`src/sv/pap_pkg.sv`:
```
// Shared types, widths, register codes and saturation helpers for the axis projection block.
package pap_pkg;

    localparam int COORD_WIDTH = 32;
    localparam int VERT_W = 32;
    localparam int CFG_W = 32;
    localparam int CFG_IDX_W = 3;
    localparam int PROD_W = 2 * VERT_W;
    localparam int SUM_W = PROD_W + 1;
    localparam int FRAC_W = 16;
    localparam int HALF_W = SUM_W - FRAC_W;
    localparam int XF_W = HALF_W + 1;
    localparam int PROJ_W = 48;
    localparam int QUEUE_DEPTH = 8;
    localparam int QPTR_W = $clog2(QUEUE_DEPTH);
    localparam int QCNT_W = $clog2(QUEUE_DEPTH + 1);

    localparam logic signed [XF_W-1:0] COORD_MAX =
        (XF_W'(1) <<< (COORD_WIDTH - 1)) - XF_W'(1);
    localparam logic signed [XF_W-1:0] COORD_MIN = -(XF_W'(1) <<< (COORD_WIDTH - 1));
    localparam logic signed [HALF_W-1:0] PROJ_MAX =
        (HALF_W'(1) <<< (PROJ_W - 1)) - HALF_W'(1);
    localparam logic signed [HALF_W-1:0] PROJ_MIN = -(HALF_W'(1) <<< (PROJ_W - 1));

    typedef enum logic [CFG_IDX_W-1:0] {
        REG_MAT_XX,
        REG_MAT_XY,
        REG_MAT_XT,
        REG_MAT_YX,
        REG_MAT_YY,
        REG_MAT_YT,
        REG_AXIS_X,
        REG_AXIS_Y
    } cfg_index_t;

    typedef struct packed {
        logic signed [PROJ_W-1:0] proj;
        logic                     last;
    } queue_entry_t;

    function automatic logic signed [VERT_W-1:0] sat_coord(input logic signed [XF_W-1:0] v);
        logic signed [XF_W-1:0] r;
        priority if (v > COORD_MAX)
        begin
            r = COORD_MAX;
        end
        else if (v < COORD_MIN)
        begin
            r = COORD_MIN;
        end
        else
        begin
            r = v;
        end
        return r[VERT_W-1:0];
    endfunction

    function automatic logic signed [PROJ_W-1:0] sat_proj(input logic signed [HALF_W-1:0] v);
        logic signed [HALF_W-1:0] r;
        priority if (v > PROJ_MAX)
        begin
            r = PROJ_MAX;
        end
        else if (v < PROJ_MIN)
        begin
            r = PROJ_MIN;
        end
        else
        begin
            r = v;
        end
        return r[PROJ_W-1:0];
    endfunction

endpackage

```
`src/sv/pap_queue.sv`:
```
// Short queue of projected vertices between the front end and the min/max stage.
module pap_queue
    import pap_pkg::*;
(
    input  logic         clk,
    input  logic         rst_n,
    input  logic         push,
    input  queue_entry_t push_entry,
    input  logic         pop,
    output logic         head_valid,
    output queue_entry_t head_entry
);

    queue_entry_t      store_reg [QUEUE_DEPTH];
    logic [QPTR_W-1:0] wr_ptr_reg, rd_ptr_reg;
    logic [QCNT_W-1:0] count_reg;

    function automatic logic [QPTR_W-1:0] ptr_inc(input logic [QPTR_W-1:0] p);
        return (p == QPTR_W'(QUEUE_DEPTH - 1)) ? '0 : p + QPTR_W'(1);
    endfunction

    assign head_valid = count_reg != '0;
    assign head_entry = store_reg[rd_ptr_reg];

    always_ff @(posedge clk)
    begin
        if (push)
        begin
            store_reg[wr_ptr_reg] <= push_entry;
        end
    end

    always_ff @(posedge clk or negedge rst_n)
    begin
        if (!rst_n)
        begin
            wr_ptr_reg <= '0;
            rd_ptr_reg <= '0;
            count_reg  <= '0;
        end
        else
        begin
            if (push)
            begin
                wr_ptr_reg <= ptr_inc(wr_ptr_reg);
            end
            if (pop)
            begin
                rd_ptr_reg <= ptr_inc(rd_ptr_reg);
            end
            if (push && !pop)
            begin
                count_reg <= count_reg + QCNT_W'(1);
            end
            else if (pop && !push)
            begin
                count_reg <= count_reg - QCNT_W'(1);
            end
        end
    end

    a_no_overflow: assert property (@(posedge clk) disable iff (!rst_n)
        push |-> (count_reg < QCNT_W'(QUEUE_DEPTH)) || pop)
        else $error("queue written while full");

    a_no_underflow: assert property (@(posedge clk) disable iff (!rst_n)
        pop |-> head_valid)
        else $error("queue read while empty");

endmodule

```
`config.mk`:
```
export PLATFORM = sky130hd
export DESIGN_NAME = pap_queue
export DESIGN_NICKNAME = d
export VERILOG_FILES = /design/src/sv/pap_pkg.sv /design/src/sv/pap_queue.sv
export SDC_FILE = /design/constraint.sdc
export NUM_CORES = 1
export LEC_CHECK = 0
export BUFFER_PORTS_ARGS = -buffer_cell sky130_fd_sc_hd__buf_2
export CORE_UTILIZATION = 30
export CTS_BUF_LIST = sky130_fd_sc_hd__clkbuf_8
export CTS_CLUSTER_DIAMETER = 60
export DETAILED_ROUTE_END_ITERATION = 7
export PLACE_DENSITY_LB_ADDON = 0.05
export SYNTH_ARGS = -nofsm -noshare
export SYNTH_HDL_FRONTEND = slang
export SYNTH_SLANG_ARGS = --single-unit
```
`constraint.sdc`:
```
create_clock -name clk -period 6 [get_ports clk]
set_clock_uncertainty 0.15 [all_clocks]
set_input_delay 0.3 -clock clk [delete_from_list [all_inputs] [get_ports clk]]
set_output_delay 0.3 -clock clk [all_outputs]
set_load 0.005 [all_outputs]
```
==> summary.txt, run 1 <==
Job
  – Max-cap viol count: 0

Power
  – P per Cell Area: 442 mW/mm2
  – Clock power frac: 27.5%
  – Combinational power share: 25.7%
  – Leak Pwr: 6.47 nW
  – Pint: 5.90 mW
  – VDD IR max: 234 uV
  – Sequential share of power: 46.9%
  – P_sw: 2.44 mW
  – Sw frac: 29.2%

Die
  – Die Area: 0.0533 mm2
  – Die W: 231 um
  – I/O pin count: 103
  – Die extent in y: 231 um
  – Initial core utilization: 30.5%
  – Core ar.: 0.0515 mm2
  – Num rows: 83

Detailed routing
  – Routed vias/inst: 4.61
  – Drt pass-1 iters: 4
  – Vias post-DR: 7282
  – Antenna-violating nets left: 0
  – DRC: 0
  – WL/cell: 23.1 um
  – DR iter-0 viols: 379
  – Routed WL: 36400 um

Timing
  – RSZ-0062 raised after global routing: no
  – Total negative slack: 0 ns
  – Period minus WS final: 3.79 ns
  – Tcrit/Tclk final: 63.2%
  – Final Hold Fails: 0
  – Fmax: 264 MHz
  – Count of final setup violators: 0
  – Count of pins over their slew limit: 0
  – Rel. slew slack: 26.2%
  – Tightest Pin Transition: 1.10 ns

Place
  – Port bufs: 102
  – Routability cong.: 0.663
  – Cell count after placement: 1398
  – Hpwl dp: 18600 um

Yosys
  – Synth Cell Area: 0.0157 mm2
  – Avg Inst Size Synth: 24.9 um2
  – Synth warn: 0
  – Net Count, Synth: 693
  – Register area share after synthesis: 76.4%
  – Synth cell types: 26
  – #FFs+latches synth: 402
  – Mapped Cells: 632

Global route
  – Initial antenna violation count: 1
  – Largest net degree at the start of global routing: 72
  – Global route total overflow: 0
  – Vias in the first global route: 8042
  – First-pass GRT wire length: 53200 um
  – Total Routing Usage GR: 14.0%

Clocking
  – Post-CTS Hold Fix Bufs: 53
  – Clk buf depth: 3
  – CTS Buf Count: 73
  – Post-CTS Setup Inserts: 0
  – Worst-path clk slew: 0.06 ns
  – Number of cells upsized or downsized after cts: 0
  – H-tree depth: 3
  – CTS root buf: clkbuf_8
  – Clock sink count: 402
  – Clock Latency Late Sink: 0.62 ns
  – CTS tree: yes

Final layout
  – Post-route insts no fill: 1578
  – Final core occ: 36.6%
  – Fillers: 4823
  – Fin nets: 907
  – Share of cells above drive strength 1: 30.0%
  – Synth-to-Final Area Change: 20.0%
  – Number of flip-flops in the largest register: 392

Setup path
  – Crit Path Max Fanout: 49
  – Worst Path Arrival: 3.34 ns
  – Worst setup SP type: flop
  – Worst Setup End Kind: output pin
  – Worst Path Required: 5.55 ns
  – Critical Setup Path Class: flop to output pin

Min path
  – Worst min path class: input port to flop

Outcome
  – Outcome: finished, final reports clean
## critical path, cell delays in order (launching register included)
cell and delay, ns:
dfrtp_4 1.00, buf_4 0.59, mux4_1 0.65, mux2_2 0.29
buf_2 0.13
## area by class of cell
| cell class | count | area [um2] | area share (%) |
|---|---|---|---|
| flip-flops and latches | 402 | 12000 | 63.7 |
| multi-input cells | 197 | 3550 | 18.8 |
| repair buffers | 168 | 1140 | 6.03 |
| clock buffers | 77 | 1060 | 5.61 |
| well taps | 680 | 851 | 4.51 |
| clock inverters | 49 | 228 | 1.21 |
| inverters | 4 | 15.0 | 0.0795 |
| diodes | 1 | 2.50 | 0.0133 |
## per-layer routing
layer / global-route usage [%] / vias up / part of all wire, %
met5: 0 / - / 0
met4: 5.17 / 0 / 2.7
met3: 3.71 / 74 / 3.8
met2: 23.6 / 147 / 50
met1: 17.2 / 3829 / 44
li1: - / 3232 / -
## stage by stage
step / total power, mW / worst slack, ns / cell area, um2 / hold slack (ns)
floorplan: 5.24 / 1.41 / 15700 / -0.146
global placement: 6.14 / 2.80 / 17100 / 0.0311
detailed placement: 6.19 / 2.77 / 17100 / 0.0337
CTS: 8.57 / 2.06 / 18900 / 0.271
global route: 8.81 / 2.01 / 18900 / 0.289
finish: 8.34 / 2.21 / 18900 / 0.335
## synth_stat cells
master    instances  share of area (%)
mux4_1           97                 16
nand3_1           2              0.064
dfrtp_1          10                1.6
a21oi_1           2              0.064
edfxtp_1        392                 75
or4_1             2              0.095
nand2b_1          2              0.080
mux4_2            1               0.14
mux2i_1           1              0.064
xnor2_1           2               0.11
fa_1              1               0.13
a2111o_1          1              0.072
nand3b_1          3               0.14
or3_1             1              0.040
o21ai_0           3              0.095
o211ai_1          2              0.095
nor3_1            3              0.095
buf_2             3              0.095
mux2_2           54                3.9
buf_6            11               0.79
nand2_1           5               0.12
buf_1             1              0.024
inv_1             4              0.095
clkbuf_1         14               0.33
nor2_1            8               0.19
ha_1              7               0.56
## power by group through the flow
stage | clock, mW | sequential, mW | combinational [mW]
finish | 2.29 | 3.91 | 2.14
global route | 2.50 | 3.97 | 2.34
CTS | 2.40 | 3.94 | 2.24
detailed placement | 0 | 3.99 | 2.20
global placement | 0 | 3.96 | 2.18
floorplan | 0 | 3.67 | 1.57
## logic make-up (layout without fill, tap and decap cells)
group | Yosys count | after routing | synth area share, %
multiplexers | 153 | 153 | 20.3
adder cells (fa/ha/maj) | 8 | 8 | 0.684
XOR/XNOR | 2 | 2 | 0.111
buffers and inverters | 33 | 298 | 1.34
AND/OR/NAND/NOR | 26 | 26 | 0.827
AO/OA/AOI/OAI | 8 | 8 | 0.326
flip-flops | 402 | 402 | 76.4
other | 0 | 1 | 0
## cells in the final DEF (no fill, tap or decap), drive strengths merged
master       instances
inv                 30
edfxtp             392
mux2i                1
nor2                 8
mux2                54
mux4                98
or4                  2
bufinv               1
a21oi                2
nor3                 3
o211ai               2
clkinv              20
dfrtp               10
clkinvlp             2
or3                  1
clkbuf              77
xnor2                2
nand3b               3
buf                115
ha                   7
dlygate4sd3         53
nand3                2
nand2b               2
diode                1
fa                   1
o21ai                3
a2111o               1
nand2                5
## worst paths after layout
| check | from | endpoint | slack, ns | cells past startpoint |
|---|---|---|---|---|
| max | rd_ptr_reg[0] | head_entry[44] | 2.21 | 4 |
| min | push_entry[10] | store_reg[7][10] | 0.34 | 2 |
| max reg2reg | wr_ptr_reg[0] | store_reg[6][43] | 3.17 | 3 |
| min reg2reg | count_reg[2] | count_reg[2] | 0.37 | 2 |
| max in group asynchronous | rst_n | rd_ptr_reg[1] | 4.75 | 3 |
| min in group asynchronous | rst_n | wr_ptr_reg[0] | 0.57 | 3 |
Note: power is estimated with default switching activity, not from simulation.
==> run 2: changes to the inputs <==
clock period = 3.6 ns   (was 6 ns; I/O delays follow)
==> run 2 against run 1 <==
Against the previous run:
- non-clock buffer count rose by 2
- sequential cell count did not move
- total power rose by 67%
- via count barely moved
- die area did not move
- critical path depth did not move
- combinational power rose by 81%
- global-route usage fell by 0.20 points
- clock-buffer cell count fell by 2
==> summary.txt, run 2 (synthesized netlist as in run 1, its figures left out) <==
Clocking
  – H-tree depth: 3
  – Worst-path clk slew: 0.06 ns
  – Clock sink count: 402
  – Post-CTS Setup Inserts: 0
  – CTS tree: yes
  – CTS root buf: clkbuf_8
  – Clock Latency Late Sink: 0.61 ns
  – Clk buf depth: 3
  – Number of cells upsized or downsized after cts: 0
  – CTS Buf Count: 72
  – Post-CTS Hold Fix Bufs: 53

Final layout
  – Final core occ: 36.8%
  – Fin nets: 908
  – Reg area: 0.0120 mm2
  – Number of flip-flops in the largest register: 392
  – Most frequent cells in the layout: 392 x edfxtp_1, 102 x buf_2, 97 x mux4_1
  – Final instance area: 0.0190 mm2
  – Multi-input logic area: 0.00356 mm2
  – Fillers: 4836
  – Share of cells above drive strength 1: 30.2%
  – Commonest non-fill, non-tap cell in the layout: edfxtp_1
  – Synth-to-Final Area Change: 20.5%
  – Number of diodes: 0
  – Post-route insts no fill: 1574

Setup path
  – CP Launch Point: rd_ptr_reg[0]
  – Reg2reg start: wr_ptr_reg[2]
  – Reg2reg end: store_reg[1][43]
  – Worst Setup EP: head_entry[36]
  – Crit Path Max Fanout: 101
  – Worst reg2reg path depth: 3
  – Critical Setup Path Class: flop to output pin
  – Worst Path Required: 3.27 ns
  – Worst Setup End Kind: output pin
  – Worst setup SP type: flop
  – Worst R2R Setup Slack: 1.44 ns
  – Worst Path Arrival: 2.73 ns

Detailed routing
  – Antenna-violating nets left: 0
  – Vias post-DR: 7278
  – WL/cell: 22.7 um
  – DR iter-0 viols: 228
  – Routed WL: 35800 um
  – Routed vias/inst: 4.62
  – DRC: 0
  – Drt pass-1 iters: 4

Global route
  – Vias in the first global route: 8244
  – Largest net degree at the start of global routing: 102
  – Total Routing Usage GR: 13.8%
  – Global route total overflow: 0
  – First-pass GRT wire length: 52900 um
  – Initial antenna violation count: 1

Place
  – Port bufs: 102
  – Hpwl dp: 17500 um
  – Cell count after placement: 1400
  – Pre-CTS setup slack: 1.11 ns
  – Placed inst area: 0.0172 mm2
  – Routability cong.: 0.653

Power
  – Leak Pwr: 6.46 nW
  – VDD IR max: 327 uV
  – P per Cell Area: 732 mW/mm2

Die
  – Num rows: 83
  – Core ar.: 0.0515 mm2
  – Die Area: 0.0533 mm2
  – Die extent in y: 231 um
  – Die W: 231 um
  – Initial core utilization: 30.5%
  – I/O pin count: 103

Timing
  – Final setup margin: 0.541 ns
  – Period minus WS final: 3.06 ns
  – Tightest Pin Transition: 1.09 ns
  – RSZ-0062 raised after global routing: no
  – Tcrit/Tclk final: 85.0%
  – Total negative slack: 0 ns
  – Count of pins over their slew limit: 0
  – Fmax: 327 MHz
  – Final Hold Fails: 0
  – Count of final setup violators: 0
  – Rel. slew slack: 27.4%

Job
  – Max-cap viol count: 0

Min path
  – Worst min path class: input port to flop

Outcome
  – Outcome: finished, final reports clean
## run 2: power breakdown
group	switching, mW	leakage, nW	internal (mW)	total, mW
sequential	0.372	3.68	5.87	6.24
clock	1.78	0.710	1.98	3.76
combinational	1.90	2.07	1.97	3.88
total	4.06	6.46	9.83	13.9
## run 2: final cells by class
cell class	instances	share of cell area, %
Sequential cell	402	63.5
Inverter	4	0.0792
Timing Repair Buffer	170	6.55
Clock buffer	75	5.44
Tap cell	680	4.49
Clock inverter	46	1.17
Multi-Input combinational cell	197	18.8
## run 2: metal layers
| layer | share of wire [%] | GRT usage (%) |
|---|---|---|
| met5 | 0.036 | 0 |
| met4 | 2.0 | 5.40 |
| met3 | 4.9 | 3.64 |
| met2 | 49 | 23.1 |
| met1 | 44 | 17.0 |
## run 2: per-stage QoR
stage	hold slack (ns)	total power, mW
finish	0.225	13.9
floorplan	-0.266	8.73
CTS	0.157	14.3
global placement	-0.0789	10.3
detailed placement	-0.0734	10.4
global route	0.205	14.7
## run 2: worst max-delay path, cell delays in order (launching register included)
cell     delay, ns
dfrtp_4       0.41
buf_12        0.58
mux4_1        0.65
mux2_2        0.29
buf_2         0.14
## run 2: worst min-delay path by stage
stage,to,startpoint,depth (start not counted)
2_1_floorplan,count_reg[0],rst_n,0
3_3_place_gp,count_reg[2],rst_n,1
3_5_place_dp,count_reg[2],rst_n,1
4_1_cts,store_reg[7][19],push_entry[19],2
5_1_grt,store_reg[0][33],push_entry[33],2
6_report,store_reg[0][33],push_entry[33],2
==> run 3: changes to the inputs <==
ABC_AREA = 1   (was not set)
clock period = 2.5 ns   (was 3.6 ns; I/O delays follow)
==> run 3 against run 2 <==
Against the previous run:
- first-iteration DRC count grew 99%
- die area grew 11%
- core utilization grew 0.76 points
- worst setup slack lost 0.48 ns
- register-to-register slack lost 0.79 ns
- cell count grew 79%
- highest routed layer unchanged
==> summary.txt, run 3 <==
Outcome
  – Outcome: finished, final reports clean

Final layout
  – Reg area: 0.0120 mm2
  – Number of flip-flops in the largest register: 392
  – Commonest non-fill, non-tap cell in the layout: nand2_1
  – Final core occ: 37.6%
  – Share of cells above drive strength 1: 15.7%
  – Synth-to-Final Area Change: 23.9%
  – Fillers: 5763
  – Multi-input logic area: 0.00440 mm2
  – Post-route insts no fill: 2811
  – Most frequent cells in the layout: 642 x nand2_1, 392 x edfxtp_1, 365 x nor2_1
  – Fin nets: 2058

Timing
  – Count of final setup violators: 0
  – Tightest Pin Transition: 0.563 ns
  – RSZ-0062 raised after global routing: yes
  – Final Hold Fails: 0
  – Rel. slew slack: 62.4%
  – Count of pins over their slew limit: 0
  – Tcrit/Tclk final: 97.6%
  – Final setup margin: 0.0607 ns
  – Period minus WS final: 2.44 ns
  – Fmax: 410 MHz

Job
  – Max-cap viol count: 0

Power
  – Overall Power: 22.3 mW
  – VDD IR max: 342 uV
  – P per Cell Area: 1030 mW/mm2
  – Leak Pwr: 9.37 nW

Global route
  – Initial antenna violation count: 5
  – First-pass GRT wire length: 67500 um
  – Total Routing Usage GR: 15.1%
  – Largest net degree at the start of global routing: 113
  – Vias in the first global route: 11.2k
  – Global route total overflow: 0

Clocking
  – Clk buf depth: 3
  – Worst-path clk slew: 0.06 ns
  – Clock sink count: 402
  – CTS Buf Count: 77
  – CTS root buf: clkbuf_8
  – CTS tree: yes
  – H-tree depth: 3
  – Clock Latency Late Sink: 0.62 ns

Yosys
  – Count leader, synth: nand2_1
  – Net Count, Synth: 1833
  – Yosys top cell by area: edfxtp_1
  – Synth cell types: 18
  – Most used DFF post-synth: edfxtp_1
  – #FFs+latches synth: 402
  – Avg Inst Size Synth: 9.85 um2
  – Post-synth top cells: 659 x nand2_1, 403 x nor2_1, 392 x edfxtp_1
  – Ys async rst share: 2.49%
  – Mapped Cells: 1772
  – Post-synth EDFFs: 392
  – Area contributors post-synth: edfxtp_1 67%, nand2_1 14%, nor2_1 8.7%
  – Register area share after synthesis: 68.8%
  – Synth warn: 0
  – Share of the synthesized area in the top cell type: 67.4%
  – Synth Cell Area: 0.0175 mm2

Setup path
  – Worst Path Required: 2.23 ns
  – Worst setup SP type: flop
  – Crit Path Max Fanout: 7
  – Critical Setup Path Class: flop to output pin
  – Worst Setup End Kind: output pin
  – Worst Path Arrival: 2.16 ns

Detailed routing
  – Antenna-violating nets left: 0
  – Routed WL: 47500 um
  – Drt pass-1 iters: 4
  – DR iter-0 viols: 454
  – Vias post-DR: 11.7k
  – WL/cell: 16.9 um
  – Routed vias/inst: 4.18
  – DRC: 0

Place
  – Pre-CTS setup slack: 0.567 ns
  – Routability cong.: 0.695
  – Port bufs: 102
  – Hpwl dp: 22600 um
  – Cell count after placement: 2599

Die
  – Die W: 243 um
  – Die Area: 0.0592 mm2
  – Die extent in y: 243 um
  – Core ar.: 0.0576 mm2
  – Initial core utilization: 30.3%
  – I/O pin count: 103
  – Num rows: 88

Min path
  – Worst min path class: input port to flop
==> run 3: final cells by class <==
type | instances | share of cell area, %
clock buffers | 81 | 5.15
flip-flops and latches | 402 | 55.6
repair buffers | 222 | 9.97
well taps | 765 | 4.43
diodes | 3 | 0.0347
multi-input cells | 1086 | 20.3
inverters | 208 | 3.64
clock inverters | 44 | 0.827
==> run 3: timing repair <==
item                                    CTS  global route
buffers inserted                          3             9
pin swaps                                 1            24
hold buffers                             53             0
endpoints found under the setup margin   49            40
resized for setup                        18            55
gates cloned                              1            18
endpoints found under the hold margin   412             0
==> run 3: worst paths after layout <==
| kind | endpoint | start | cells past startpoint | slack [ns] |
|---|---|---|---|---|
| max | head_entry[29] | rd_ptr_reg[0] | 10 | 0.06 |
| max reg2reg | store_reg[0][29] | wr_ptr_reg[0] | 4 | 0.65 |
| min in group asynchronous | rd_ptr_reg[2] | rst_n | 3 | 0.42 |
| max in group asynchronous | rd_ptr_reg[0] | rst_n | 3 | 1.36 |
| min reg2reg | count_reg[2] | count_reg[2] | 2 | 0.37 |
| min | store_reg[5][44] | push_entry[44] | 2 | 0.16 |
==> run 3: logic make-up after synthesis <==
family	count (synthesis)	share of synthesized area, %
adder cells (fa/ha/maj)	8	0.616
AO/OA/AOI/OAI	8	0.229
XOR/XNOR	2	0.100
buffers and inverters	284	7.19
AND/OR/NAND/NOR	1068	23.0
flip-flops	402	68.8
==> run 3: through the flow <==
step                      instance area, um2  hold WS [ns]  TNS [ns]
after floorplan                        17500        -0.321   -106.98
after global placement                 19100        -0.128         0
after detailed placement               19100        -0.127         0
after CTS                              21000        0.0899   -0.0390
after global routing                   21600         0.136    -0.618
final                                  21600         0.162         0
==> run 3: where the power goes <==
| group | switching, mW | internal (mW) |
|---|---|---|
| Sequential | 0.255 | 8.25 |
| Clock | 2.76 | 2.95 |
| Combinational | 5.05 | 3.01 |
==> run 3: per-layer routing <==
layer  global-route usage, %  wire length (um)  vias to the layer above
li1                        -                 -                     5971
met5                       0                23                        -
met1                    20.1             22700                     5525
met4                    5.60               935                        4
met2                    24.4             22100                      169
met3                    3.10              1800                       73
==> run 3: worst max-delay path, cell delays in order (launching register included) <==
cell and delay, ns:
dfrtp_4 0.53, buf_6 0.16, clkbuf_16 0.17, clkbuf_16 0.18
nor2_2 0.10, nor2_1 0.04, nand2_1 0.05, nand2_1 0.05
nand2_1 0.05, nand2_1 0.05, buf_2 0.14
