`src/sv/pap_pkg.sv`:
```
// Shared types, widths, register codes and saturation helpers for the axis projection block.
package pap_pkg;

    localparam int COORD_WIDTH = 32;
    localparam int VERT_W = 32;
    localparam int CFG_W = 32;
    localparam int CFG_IDX_W = 3;
    localparam int PROD_W = 2 * VERT_W;
    localparam int SUM_W = PROD_W + 1;
    localparam int FRAC_W = 16;
    localparam int HALF_W = SUM_W - FRAC_W;
    localparam int XF_W = HALF_W + 1;
    localparam int PROJ_W = 48;
    localparam int QUEUE_DEPTH = 8;
    localparam int QPTR_W = $clog2(QUEUE_DEPTH);
    localparam int QCNT_W = $clog2(QUEUE_DEPTH + 1);

    localparam logic signed [XF_W-1:0] COORD_MAX =
        (XF_W'(1) <<< (COORD_WIDTH - 1)) - XF_W'(1);
    localparam logic signed [XF_W-1:0] COORD_MIN = -(XF_W'(1) <<< (COORD_WIDTH - 1));
    localparam logic signed [HALF_W-1:0] PROJ_MAX =
        (HALF_W'(1) <<< (PROJ_W - 1)) - HALF_W'(1);
    localparam logic signed [HALF_W-1:0] PROJ_MIN = -(HALF_W'(1) <<< (PROJ_W - 1));

    typedef enum logic [CFG_IDX_W-1:0] {
        REG_MAT_XX,
        REG_MAT_XY,
        REG_MAT_XT,
        REG_MAT_YX,
        REG_MAT_YY,
        REG_MAT_YT,
        REG_AXIS_X,
        REG_AXIS_Y
    } cfg_index_t;

    typedef struct packed {
        logic signed [PROJ_W-1:0] proj;
        logic                     last;
    } queue_entry_t;

    function automatic logic signed [VERT_W-1:0] sat_coord(input logic signed [XF_W-1:0] v);
        logic signed [XF_W-1:0] r;
        priority if (v > COORD_MAX)
        begin
            r = COORD_MAX;
        end
        else if (v < COORD_MIN)
        begin
            r = COORD_MIN;
        end
        else
        begin
            r = v;
        end
        return r[VERT_W-1:0];
    endfunction

    function automatic logic signed [PROJ_W-1:0] sat_proj(input logic signed [HALF_W-1:0] v);
        logic signed [HALF_W-1:0] r;
        priority if (v > PROJ_MAX)
        begin
            r = PROJ_MAX;
        end
        else if (v < PROJ_MIN)
        begin
            r = PROJ_MIN;
        end
        else
        begin
            r = v;
        end
        return r[PROJ_W-1:0];
    endfunction

endpackage

```
`src/sv/pap_back.sv`:
```
// Back end: running minimum and maximum per polygon and the result register.
module pap_back
    import pap_pkg::*;
(
    input  logic                     clk,
    input  logic                     rst_n,
    input  logic                     head_valid,
    input  queue_entry_t             head_entry,
    output logic                     pop,
    output logic                     out_valid,
    input  logic                     out_ready,
    output logic signed [PROJ_W-1:0] proj_min,
    output logic signed [PROJ_W-1:0] proj_max
);

    logic signed [PROJ_W-1:0] run_min_reg, run_max_reg;
    logic signed [PROJ_W-1:0] min_next, max_next;
    logic                     first_reg;
    logic                     out_valid_reg;
    logic signed [PROJ_W-1:0] out_min_reg, out_max_reg;

    assign pop = head_valid && (!head_entry.last || !out_valid_reg || out_ready);

    always_comb
    begin
        min_next = run_min_reg;
        max_next = run_max_reg;
        if (first_reg || head_entry.proj < run_min_reg)
        begin
            min_next = head_entry.proj;
        end
        if (first_reg || head_entry.proj > run_max_reg)
        begin
            max_next = head_entry.proj;
        end
    end

    always_ff @(posedge clk or negedge rst_n)
    begin
        if (!rst_n)
        begin
            run_min_reg   <= '0;
            run_max_reg   <= '0;
            first_reg     <= 1'b1;
            out_valid_reg <= 1'b0;
        end
        else
        begin
            if (out_valid_reg && out_ready)
            begin
                out_valid_reg <= 1'b0;
            end
            if (pop)
            begin
                run_min_reg <= min_next;
                run_max_reg <= max_next;
                first_reg   <= head_entry.last;
                if (head_entry.last)
                begin
                    out_valid_reg <= 1'b1;
                end
            end
        end
    end

    always_ff @(posedge clk)
    begin
        if (pop && head_entry.last)
        begin
            out_min_reg <= min_next;
            out_max_reg <= max_next;
        end
    end

    assign out_valid = out_valid_reg;
    assign proj_min  = out_min_reg;
    assign proj_max  = out_max_reg;

    a_result_follows_last: assert property (@(posedge clk) disable iff (!rst_n)
        pop && head_entry.last |=> out_valid_reg && first_reg)
        else $error("closing vertex did not raise a result");

    a_interval_ordered: assert property (@(posedge clk) disable iff (!rst_n)
        out_valid_reg |-> out_min_reg <= out_max_reg)
        else $error("result interval has minimum above maximum");

endmodule

```
`config.mk`:
```
export PLATFORM = sky130hd
export DESIGN_NAME = pap_back
export DESIGN_NICKNAME = d
export VERILOG_FILES = /design/src/sv/pap_pkg.sv /design/src/sv/pap_back.sv
export SDC_FILE = /design/constraint.sdc
export NUM_CORES = 1
export LEC_CHECK = 0
export ABC_CLOCK_PERIOD_IN_PS = 7550
export BUFFER_PORTS_ARGS = -buffer_cell sky130_fd_sc_hd__buf_2
export CAP_MARGIN = 20
export CORE_ASPECT_RATIO = 1.4
export CORE_UTILIZATION = 49
export CTS_CLUSTER_DIAMETER = 60
export DETAILED_ROUTE_END_ITERATION = 6
export GPL_TIMING_DRIVEN = 0
export PLACE_DENSITY = 0.69
export SLEW_MARGIN = 5
export SYNTH_ARGS = -nofsm -noshare
export SYNTH_HDL_FRONTEND = slang
export SYNTH_SLANG_ARGS = --single-unit
```
`constraint.sdc`:
```
create_clock -name clk -period 7.55 [get_ports clk]
set_input_delay 0.3775 -clock clk [delete_from_list [all_inputs] [get_ports clk]]
set_output_delay 0.3775 -clock clk [all_outputs]
set_load 0.1 [all_outputs]
```
==> flow_metrics.py, run 1 <==
metrics = {
    "run_status": {
        "status": "completed",
    },
    "timing": {
        "fin_skew_ns": 0.0108,
        "whs_ns": 0.244,
        "slew_violations": 0,
        "hold_violations": 0,
        "grt_setup_unrepaired": "false",
        "post-route-min-period_ns": 3.73,
        "fin_setup_tns_ns": 0,
        "max_slew_margin_pct": 42.2,
        "worst_pin_slew_ns": 0.867,
        "setup_slack_ns": 3.82,
        "setup_viol": 0,
        "fmax_mhz": 268,
        "finalCritPeriodShare_pct": 49.4,
    },
    "synth": {
        "yosysSeqAreaShare_pct": 42.0,
        "synthXorXnorAreaFrac_pct": 0.0690,
        "netlist_area_sq_um": 12700,
        "synth_warnings": 0,
        "async_flop_share_pct": 50.5,
        "ys.flop_type": "dfrtp_1",
        "synth_fa_ha_area_share_pct": 9.37,
        "synth_area_per_cell_sq_um": 9.31,
        "synth_fp_nets": 1511,
        "synth_seq_cells": 194,
        "synth-simple-area-share_pct": 18.1,
        "synth_top_family_by_area": "simple AND/OR/NAND/NOR gates",
        "netlist_instances": 1363,
        "synth_edf_count": 96,
        "synth_mux_area_share_pct": 7.67,
        "synth-compound-area-share_pct": 15.6,
        "synth_cell_types": 46,
    },
    "cts": {
        "clock-root-buffer": "clkbuf_16",
        "numClockSinks": 194,
        "cts_resized": 0,
        "clkTransAtPathRegs_ns": 0.07,
        "cts_inserted_buffers": 17,
        "cts_tree": "yes",
        "clkLatencyLatePin_ns": 0.45,
        "clockBufferDepth": 2,
        "ctsHtreeMaxLevel": 4,
    },
    "job": {
        "maxCapViolCount": 0,
    },
    "global_routing": {
        "grtUsageMet3_pct": 4.52,
        "grt_first_pass_wirelength_mm": 58.0,
        "antenna_found_initial": 0,
        "grt_pass1_vias": 11019,
        "met1_usage_pct": 33.2,
        "grt_busiest_layer": "met2",
        "grt-ovfl-total": 0,
        "grt_max_degree": 60,
        "track_usage_pct": 27.8,
        "grtUsageMet2_pct": 48.6,
    },
    "layout": {
        "regArea_sq_um": 5340,
        "finish.instance_area_sq_um": 14400,
        "area_growth_pct": 13.9,
        "antenna_cells": 0,
        "multi_input_area_sq_um": 6460,
        "fillers": 2315,
        "fin_nets": 1683,
        "mostFrequentLayoutCells": "160 x buf_2, 146 x inv_1, 128 x a21oi_1",
        "layout_commonest_cell": "buf_2",
        "drive_above_1_share_pct": 12.7,
        "post-route-util_pct": 56.9,
    },
    "placement": {
        "place_area_sq_um": 13900,
        "routabilityCongestion": 0.930,
        "dp_hpwl_mm": 26.8,
        "io_buffers": 150,
        "post-place-ws_ns": 3.74,
    },
    "critical_path": {
        "slowest_stage": "nor4bb_1",
        "crit_fanout": 10,
        "end_kind": "flop",
        "worst-path-stages": 12,
        "start_kind": "flop",
        "cpLargestDelayFamily": "simple AND/OR/NAND/NOR gates",
        "worstRegToRegCells": 12,
        "crit_path_end": "proj_max[44]",
        "ff2ff_setup_slack_ns": 3.82,
        "r2r-start": "run_max_reg[43]",
        "startpoint": "run_max_reg[43]",
        "worst-path-buf-inv": 3,
        "crit_chain": "inv_1 > ha_1 > nand4_1 > nor4bb_1 > nand2_1 > nor3_1 > a211oi_1 > xor2_1 > a21oi_1 > buf_2 > buf_4 > mux2i_1",
        "cp.arrival_ns": 3.97,
        "worstPathRequired_ns": 7.79,
        "max_stage_delay_ns": 0.47,
        "path_class": "reg -> reg",
        "r2r-end": "proj_max[44]",
    },
    "detailed_routing": {
        "num_vias": 11260,
        "dr.pass1.iters": 7,
        "wirelength_mm": 37.0,
        "drtIter0Drc": 1040,
        "drc_errors": 0,
        "ant_nets": 0,
        "wire_per_inst_um": 19.8,
        "viasPerCell": 6.03,
    },
    "floorplan": {
        "rows": 69,
        "die_height_um": 192,
        "core_sq_um": 25400,
        "die_area_sq_um": 26600,
        "start_util_pct": 50.0,
        "fp.dieW_um": 138,
        "ioPinCount": 151,
    },
    "power_and_ir_drop": {
        "ir_worst_vdd_v": 0.000274,
        "cellPowerDensity_nw_per_um2": 450,
        "power_leakage_nw": 6.25,
    },
    "worst_hold_path": {
        "worst_hold_path_type": "in -> reg",
    },
}
[worst min path at each step]
stage,startpoint,endpoint,slack (ns),cells after the start
floorplan,rst_n,out_valid,0.08,0
global placement,run_max_reg[0],run_max_reg[0],0.50,1
detailed placement,rst_n,run_max_reg[6],0.33,1
CTS,head_entry[1],run_max_reg[0],0.24,2
global route,head_entry[1],run_max_reg[0],0.25,2
finish,head_entry[1],run_max_reg[0],0.24,2
[through the flow]
step | std cells | power [mW]
final | 1866 | 6.50
after global routing | 1866 | 6.88
after global placement | 1832 | 5.53
after detailed placement | 1834 | 5.60
after floorplan | 1363 | 4.65
after CTS | 1866 | 6.47
[routing by layer]
| metal | routed length (um) | part of all wire [%] |
|---|---|---|
| met1 | 14700 | 40 |
| met2 | 18500 | 50 |
| met3 | 2290 | 6.2 |
| met4 | 1430 | 3.9 |
| met5 | 0 | 0 |
[repair_timing]
action / 4_1_cts / 5_1_grt
buffers inserted: 0 / 0
endpoints found under the hold margin: 39 / 0
hold buffers: 1 / 0
[cell usage after synthesis (all sizes together) (4+ instances only)]
library cell  number  area share [%]
inv              146             4.3
a21oi            128             5.0
dfrtp             97              19
edfxtp            96              23
ha                95             9.4
mux2i             95             7.5
nand2             72             2.1
clkbuf            71             2.1
nor2              57             1.7
o21ai             57             2.2
nand3             53             2.1
nor3              53             2.1
nand2b            50             2.5
a41oi             49             3.4
nand3b            47             2.8
o22ai             47             2.3
nor3b             46             2.7
nand4             19            0.94
a21o              18             1.1
buf               18            0.70
a221oi             7            0.53
and4               5            0.35
and3               4            0.20
o21a               4            0.24
[cell type report]
class,count,share of cell area [%]
Multi-Input combinational cell,934,44.7
Sequential cell,194,36.9
Timing Repair Buffer,153,5.69
Inverter,146,3.79
Clock buffer,21,3.05
Tap cell,319,2.76
Buffer,89,2.46
Clock inverter,10,0.632
[logic make-up after synthesis]
group           count (synthesis)
compound gates                322
xor+xnor                        1
fa+ha+maj                      95
buf+inv                       235
flops                         194
mux                            97
simple gates                  419
[power by group]
part	total [mW]	internal [mW]	switching [mW]
sequential	1.72	1.59	0.133
clock	0.860	0.451	0.409
combinational	3.92	1.20	2.72
total	6.50	3.24	3.26
Note: power is estimated with default switching activity, not from simulation.
==> run 2: changes to the inputs <==
Settings changed: ABC_CLOCK_PERIOD_IN_PS 7550 to 3700.
Clock period 7.55 ns to 3.7 ns, I/O delays scaled along.
==> run 2 against run 1 <==
  * Non-clock buffer count is the same
  * Wire length rose by 1.0%
  * Count of clock-buffer cells in the layout unchanged
  * Worst setup slack got worse by 3.7 ns
  * Clock skew rose by 0.0039 ns
  * Global-route usage about the same
  * Sequential cell count unchanged
  * Clock power grew 110%
  * Worst hold slack got worse by 0.18 ns
  * Final area grew 0.37%
  * Critical endpoint is now proj_min[8]
==> flow_metrics.py, run 2 (synthesis results as in run 1) <==
metrics = {
    "cts": {
        "cts_inserted_buffers": 17,
        "numClockSinks": 194,
        "cts_tree": "yes",
        "clock-root-buffer": "clkbuf_16",
        "clockBufferDepth": 2,
        "post-cts-setup-buffers": 0,
        "clkTransAtPathRegs_ns": 0.07,
        "clkLatencyLatePin_ns": 0.45,
        "ctsHtreeMaxLevel": 4,
    },
    "detailed_routing": {
        "drtIter0Drc": 1171,
        "viasPerCell": 6.09,
        "wire_per_inst_um": 20.0,
        "drc_errors": 0,
        "wirelength_mm": 37.3,
        "dr.pass1.iters": 6,
        "ant_nets": 0,
        "num_vias": 11381,
    },
    "timing": {
        "max_slew_margin_pct": 40.2,
        "post-route-min-period_ns": 3.59,
        "whs_ns": 0.0682,
        "setup_viol": 0,
        "slew_violations": 0,
        "setup_slack_ns": 0.113,
        "fmax_mhz": 279,
        "fin_setup_tns_ns": 0,
        "hold_violations": 0,
        "finalCritPeriodShare_pct": 96.9,
        "fin_skew_ns": 0.0147,
        "worst_pin_slew_ns": 0.898,
        "grt_setup_unrepaired": "false",
    },
    "floorplan": {
        "die_area_sq_um": 26600,
        "start_util_pct": 50.0,
        "die_height_um": 192,
        "rows": 69,
        "core_sq_um": 25400,
        "ioPinCount": 151,
        "fp.dieW_um": 138,
    },
    "worst_hold_path": {
        "worst_hold_path_type": "in -> reg",
    },
    "placement": {
        "post-place-ws_ns": 0.0635,
        "dp_hpwl_mm": 26.7,
        "routabilityCongestion": 0.904,
        "io_buffers": 150,
    },
    "layout": {
        "mostFrequentLayoutCells": "159 x buf_2, 146 x inv_1, 128 x a21oi_1",
        "regArea_sq_um": 5340,
        "layout_commonest_cell": "buf_2",
        "area_growth_pct": 14.3,
        "multi_input_area_sq_um": 6470,
        "drive_above_1_share_pct": 13.2,
        "post-route-util_pct": 57.1,
        "fillers": 2307,
        "fin_nets": 1683,
    },
    "power_and_ir_drop": {
        "power_leakage_nw": 6.28,
        "cellPowerDensity_nw_per_um2": 923,
        "ir_worst_vdd_v": 0.000552,
    },
    "global_routing": {
        "grt_pass1_vias": 10939,
        "grt_first_pass_wirelength_mm": 57.8,
        "grt-ovfl-total": 0,
        "antenna_found_initial": 1,
        "grt_max_degree": 57,
        "track_usage_pct": 27.8,
    },
    "job": {
        "maxCapViolCount": 0,
    },
    "critical_path": {
        "ff2ff_setup_slack_ns": 0.11,
        "path_class": "reg -> reg",
        "end_kind": "flop",
        "start_kind": "flop",
        "worstPathRequired_ns": 3.88,
        "cp.arrival_ns": 3.76,
        "crit_fanout": 10,
    },
    "run_status": {
        "status": "completed",
    },
}
==> run 2: changes by cell type in the layout (fill, tap and decap cells not counted), moves of 2 or more <==
cell      previous run  this run
clkbuf_2             0         4
clkbuf_1            75        71
clkbuf_8             0         2
buf_1                5         3
inv_6                0         3
clkinv_2             2         0
==> run 2: per-layer routing <==
layer | wire length [um] | vias up | track usage [%]
li1 | - | 5312 | -
met1 | 15100 | 5460 | 33.9
met2 | 18600 | 493 | 48.3
met3 | 2120 | 116 | 3.85
met4 | 1510 | 0 | 13.8
met5 | 0 | - | 0
==> run 2: final cells by class <==
class / instances / share of cell area [%]
clock buffer: 21 / 3.17
timing repair buffer: 153 / 5.67
buffer: 89 / 2.50
clock inverter: 11 / 0.716
tap: 319 / 2.75
multi-input combinational: 934 / 44.6
sequential: 194 / 36.8
antenna: 1 / 0.0173
inverter: 146 / 3.78
==> run 2: power by group <==
group	total [mW]	switching, mW	internal (mW)
Sequential	3.52	0.276	3.24
Clock	1.82	0.854	0.968
Combinational	8.04	5.59	2.46
Total	13.4	6.72	6.67
==> run 2: timing repair <==
action | in CTS | in global routing
endpoints found under the hold margin | 42 | 0
resized for setup | 0 | 10
setup endpoints to repair | 0 | 36
hold buffers | 1 | 0
==> run 2: worst max-delay path, cell delays in order (launching register included) <==
cell and delay [ns]:
dfrtp_1 0.39, inv_1 0.10, ha_1 0.26, a21o_1 0.18, a21o_1 0.16, a21oi_1 0.25, o21a_1 0.17, and2_1 0.12
clkbuf_1 0.16, clkbuf_1 0.49, clkbuf_1 0.51, a21oi_1 0.12, a41oi_1 0.27, nand3_1 0.13
==> run 2: metrics by stage <==
stage	instances	power (mW)	instance area (sq um)
after floorplan	1363	9.48	12700
after global placement	1832	11.3	13800
after detailed placement	1834	11.4	13900
after CTS	1867	13.3	14500
after global routing	1868	14.2	14500
final	1868	13.4	14500
==> run 2: final timing paths <==
kind                            startpoint         endpoint  depth (start not counted)
min                          head_entry[1]   run_max_reg[0]                          2
min in group asynchronous            rst_n   run_max_reg[6]                          2
max                        run_min_reg[41]      proj_min[8]                         13
min reg2reg                run_max_reg[28]  run_max_reg[28]                          2
max in group asynchronous            rst_n        first_reg                          3
max reg2reg                run_min_reg[41]      proj_min[8]                         13
==> run 3: changes to the inputs <==
Settings changed: ABC_CLOCK_PERIOD_IN_PS 3700 to 3600.
Clock period 3.7 ns to 3.6 ns, I/O delays scaled along.
==> run 3 against run 2 <==
  * Register-to-register slack got worse by 0.03 ns
  * Clock power is 3% higher
  * Critical path depth shrank 1
  * Largest power group unchanged
==> flow_metrics.py, run 3 (synthesis results as in run 1) <==
metrics = {
    "global_routing": {
        "grt_pass1_vias": 10944,
        "track_usage_pct": 27.8,
        "grt-ovfl-total": 0,
        "antenna_found_initial": 1,
        "grt_first_pass_wirelength_mm": 57.9,
        "grt_max_degree": 57,
    },
    "layout": {
        "fin_cells": 1868,
        "area_growth_pct": 14.4,
        "layout_commonest_cell": "buf_2",
        "fin_nets": 1683,
        "drive_above_1_share_pct": 13.7,
        "multi_input_area_sq_um": 6480,
        "regArea_sq_um": 5340,
        "mostFrequentLayoutCells": "161 x buf_2, 146 x inv_1, 128 x a21oi_1",
        "fillers": 2311,
    },
    "timing": {
        "worst_pin_slew_ns": 0.889,
        "hold_violations": 0,
        "finalCritPeriodShare_pct": 97.8,
        "slew_violations": 0,
        "post-route-min-period_ns": 3.52,
        "whs_ns": 0.0664,
        "setup_viol": 0,
        "max_slew_margin_pct": 40.8,
        "fmax_mhz": 284,
        "fin_skew_ns": 0.0168,
        "grt_setup_unrepaired": "true",
    },
    "detailed_routing": {
        "drtIter0Drc": 975,
        "wirelength_mm": 37.3,
        "viasPerCell": 6.13,
        "wire_per_inst_um": 20.0,
        "drc_errors": 0,
        "ant_nets": 0,
        "num_vias": 11445,
        "dr.pass1.iters": 6,
    },
    "critical_path": {
        "crit_fanout": 10,
        "path_class": "reg -> reg",
        "ff2ff_setup_slack_ns": 0.08,
        "start_kind": "flop",
        "end_kind": "flop",
        "cp.arrival_ns": 3.74,
        "worstRegToRegCells": 12,
        "r2r-start": "run_max_reg[17]",
        "r2r-end": "proj_max[44]",
        "worstPathRequired_ns": 3.83,
    },
    "floorplan": {
        "fp.dieW_um": 138,
        "die_height_um": 192,
        "ioPinCount": 151,
        "rows": 69,
        "core_sq_um": 25400,
        "start_util_pct": 50.0,
        "die_area_sq_um": 26600,
    },
    "power_and_ir_drop": {
        "ir_worst_vdd_v": 0.000568,
        "power_leakage_nw": 6.30,
        "cellPowerDensity_nw_per_um2": 948,
    },
    "worst_hold_path": {
        "worst_hold_path_type": "in -> reg",
        "hold_depth": 2,
        "min-delay-start": "head_entry[1]",
        "hold_path_end": "run_max_reg[0]",
    },
    "run_status": {
        "status": "completed",
    },
    "cts": {
        "clockBufferDepth": 2,
        "clock-root-buffer": "clkbuf_16",
        "cts_tree": "yes",
        "clkLatencyLatePin_ns": 0.46,
        "ctsHtreeMaxLevel": 4,
        "cts_inserted_buffers": 17,
        "clkTransAtPathRegs_ns": 0.07,
        "numClockSinks": 194,
        "post-cts-setup-buffers": 0,
    },
    "job": {
        "maxCapViolCount": 0,
    },
    "placement": {
        "io_buffers": 150,
        "dp_hpwl_mm": 26.7,
        "routabilityCongestion": 0.904,
        "dp.cells": 1834,
    },
}
## run 3: report_power, final
group          leakage [nW]  internal [mW]  switching, mW
Clock                 0.266          0.995          0.881
Sequential             2.04           3.33          0.281
Combinational          3.99           2.53           5.74
Total                  6.30           6.86           6.90
## run 3: layer usage
layer	global-route usage [%]	part of all wire [%]	vias up
met4	13.9	4.0	0
met2	48.3	50	536
met3	3.85	5.8	110
li1	-	-	5313
met1	33.9	40	5486
met5	0	0	-
## run 3: repair_timing
action,in CTS,in global routing
hold endpoints to repair,42,0
endpoints found under the setup margin,12,63
hold buffers,1,0
gates resized for setup,4,19
pin swaps,0,1
## run 3: per-stage QoR
step / total power, mW / util, % / setup slack [ns] / TNS, ns / instance area (sq um)
5_1_grt: 14.6 / 57.2 / -0.0322 / -0.0651 / 14500
3_3_place_gp: 11.6 / 54.5 / -0.00137 / -0.00137 / 13800
6_report: 13.8 / 57.2 / 0.0804 / 0 / 14500
3_5_place_dp: 11.8 / 54.8 / -0.0365 / -0.0463 / 13900
2_1_floorplan: 9.74 / - / 0.639 / 0 / 12700
4_1_cts: 13.7 / 57.1 / 0.0968 / 0 / 14500
## run 3: area by class of cell
class	count	area share, %
plain buffers	89	2.55
multi-input cells	934	44.6
repair buffers	153	5.66
clock buffers	21	3.17
diodes	1	0.0172
well taps	319	2.75
inverters	146	3.77
clock inverters	11	0.715
flip-flops and latches	194	36.7
## run 3: critical path, cell delays in order (launching register included)
cell      delay, ns
dfrtp_1        0.37
inv_1          0.09
ha_1           0.24
a21oi_1        0.17
o21ai_1        0.14
a221oi_1       0.53
o211ai_1       0.18
a211oi_1       0.28
xor2_1         0.11
a21oi_1        0.21
buf_4          0.29
buf_4          0.29
mux2i_1        0.40
## run 3: worst max-delay path by stage
stage	startpoint	endpoint	slack [ns]	depth (start not counted)
after global routing	run_min_reg[29]	proj_min[16]	-0.03	11
after detailed placement	run_max_reg[43]	proj_max[44]	-0.04	12
final	run_max_reg[17]	proj_max[44]	0.08	12
after global placement	run_max_reg[43]	proj_max[44]	-0.001	12
after CTS	run_max_reg[43]	proj_max[44]	0.1	12
after floorplan	out_valid	run_min_reg[38]	0.64	8
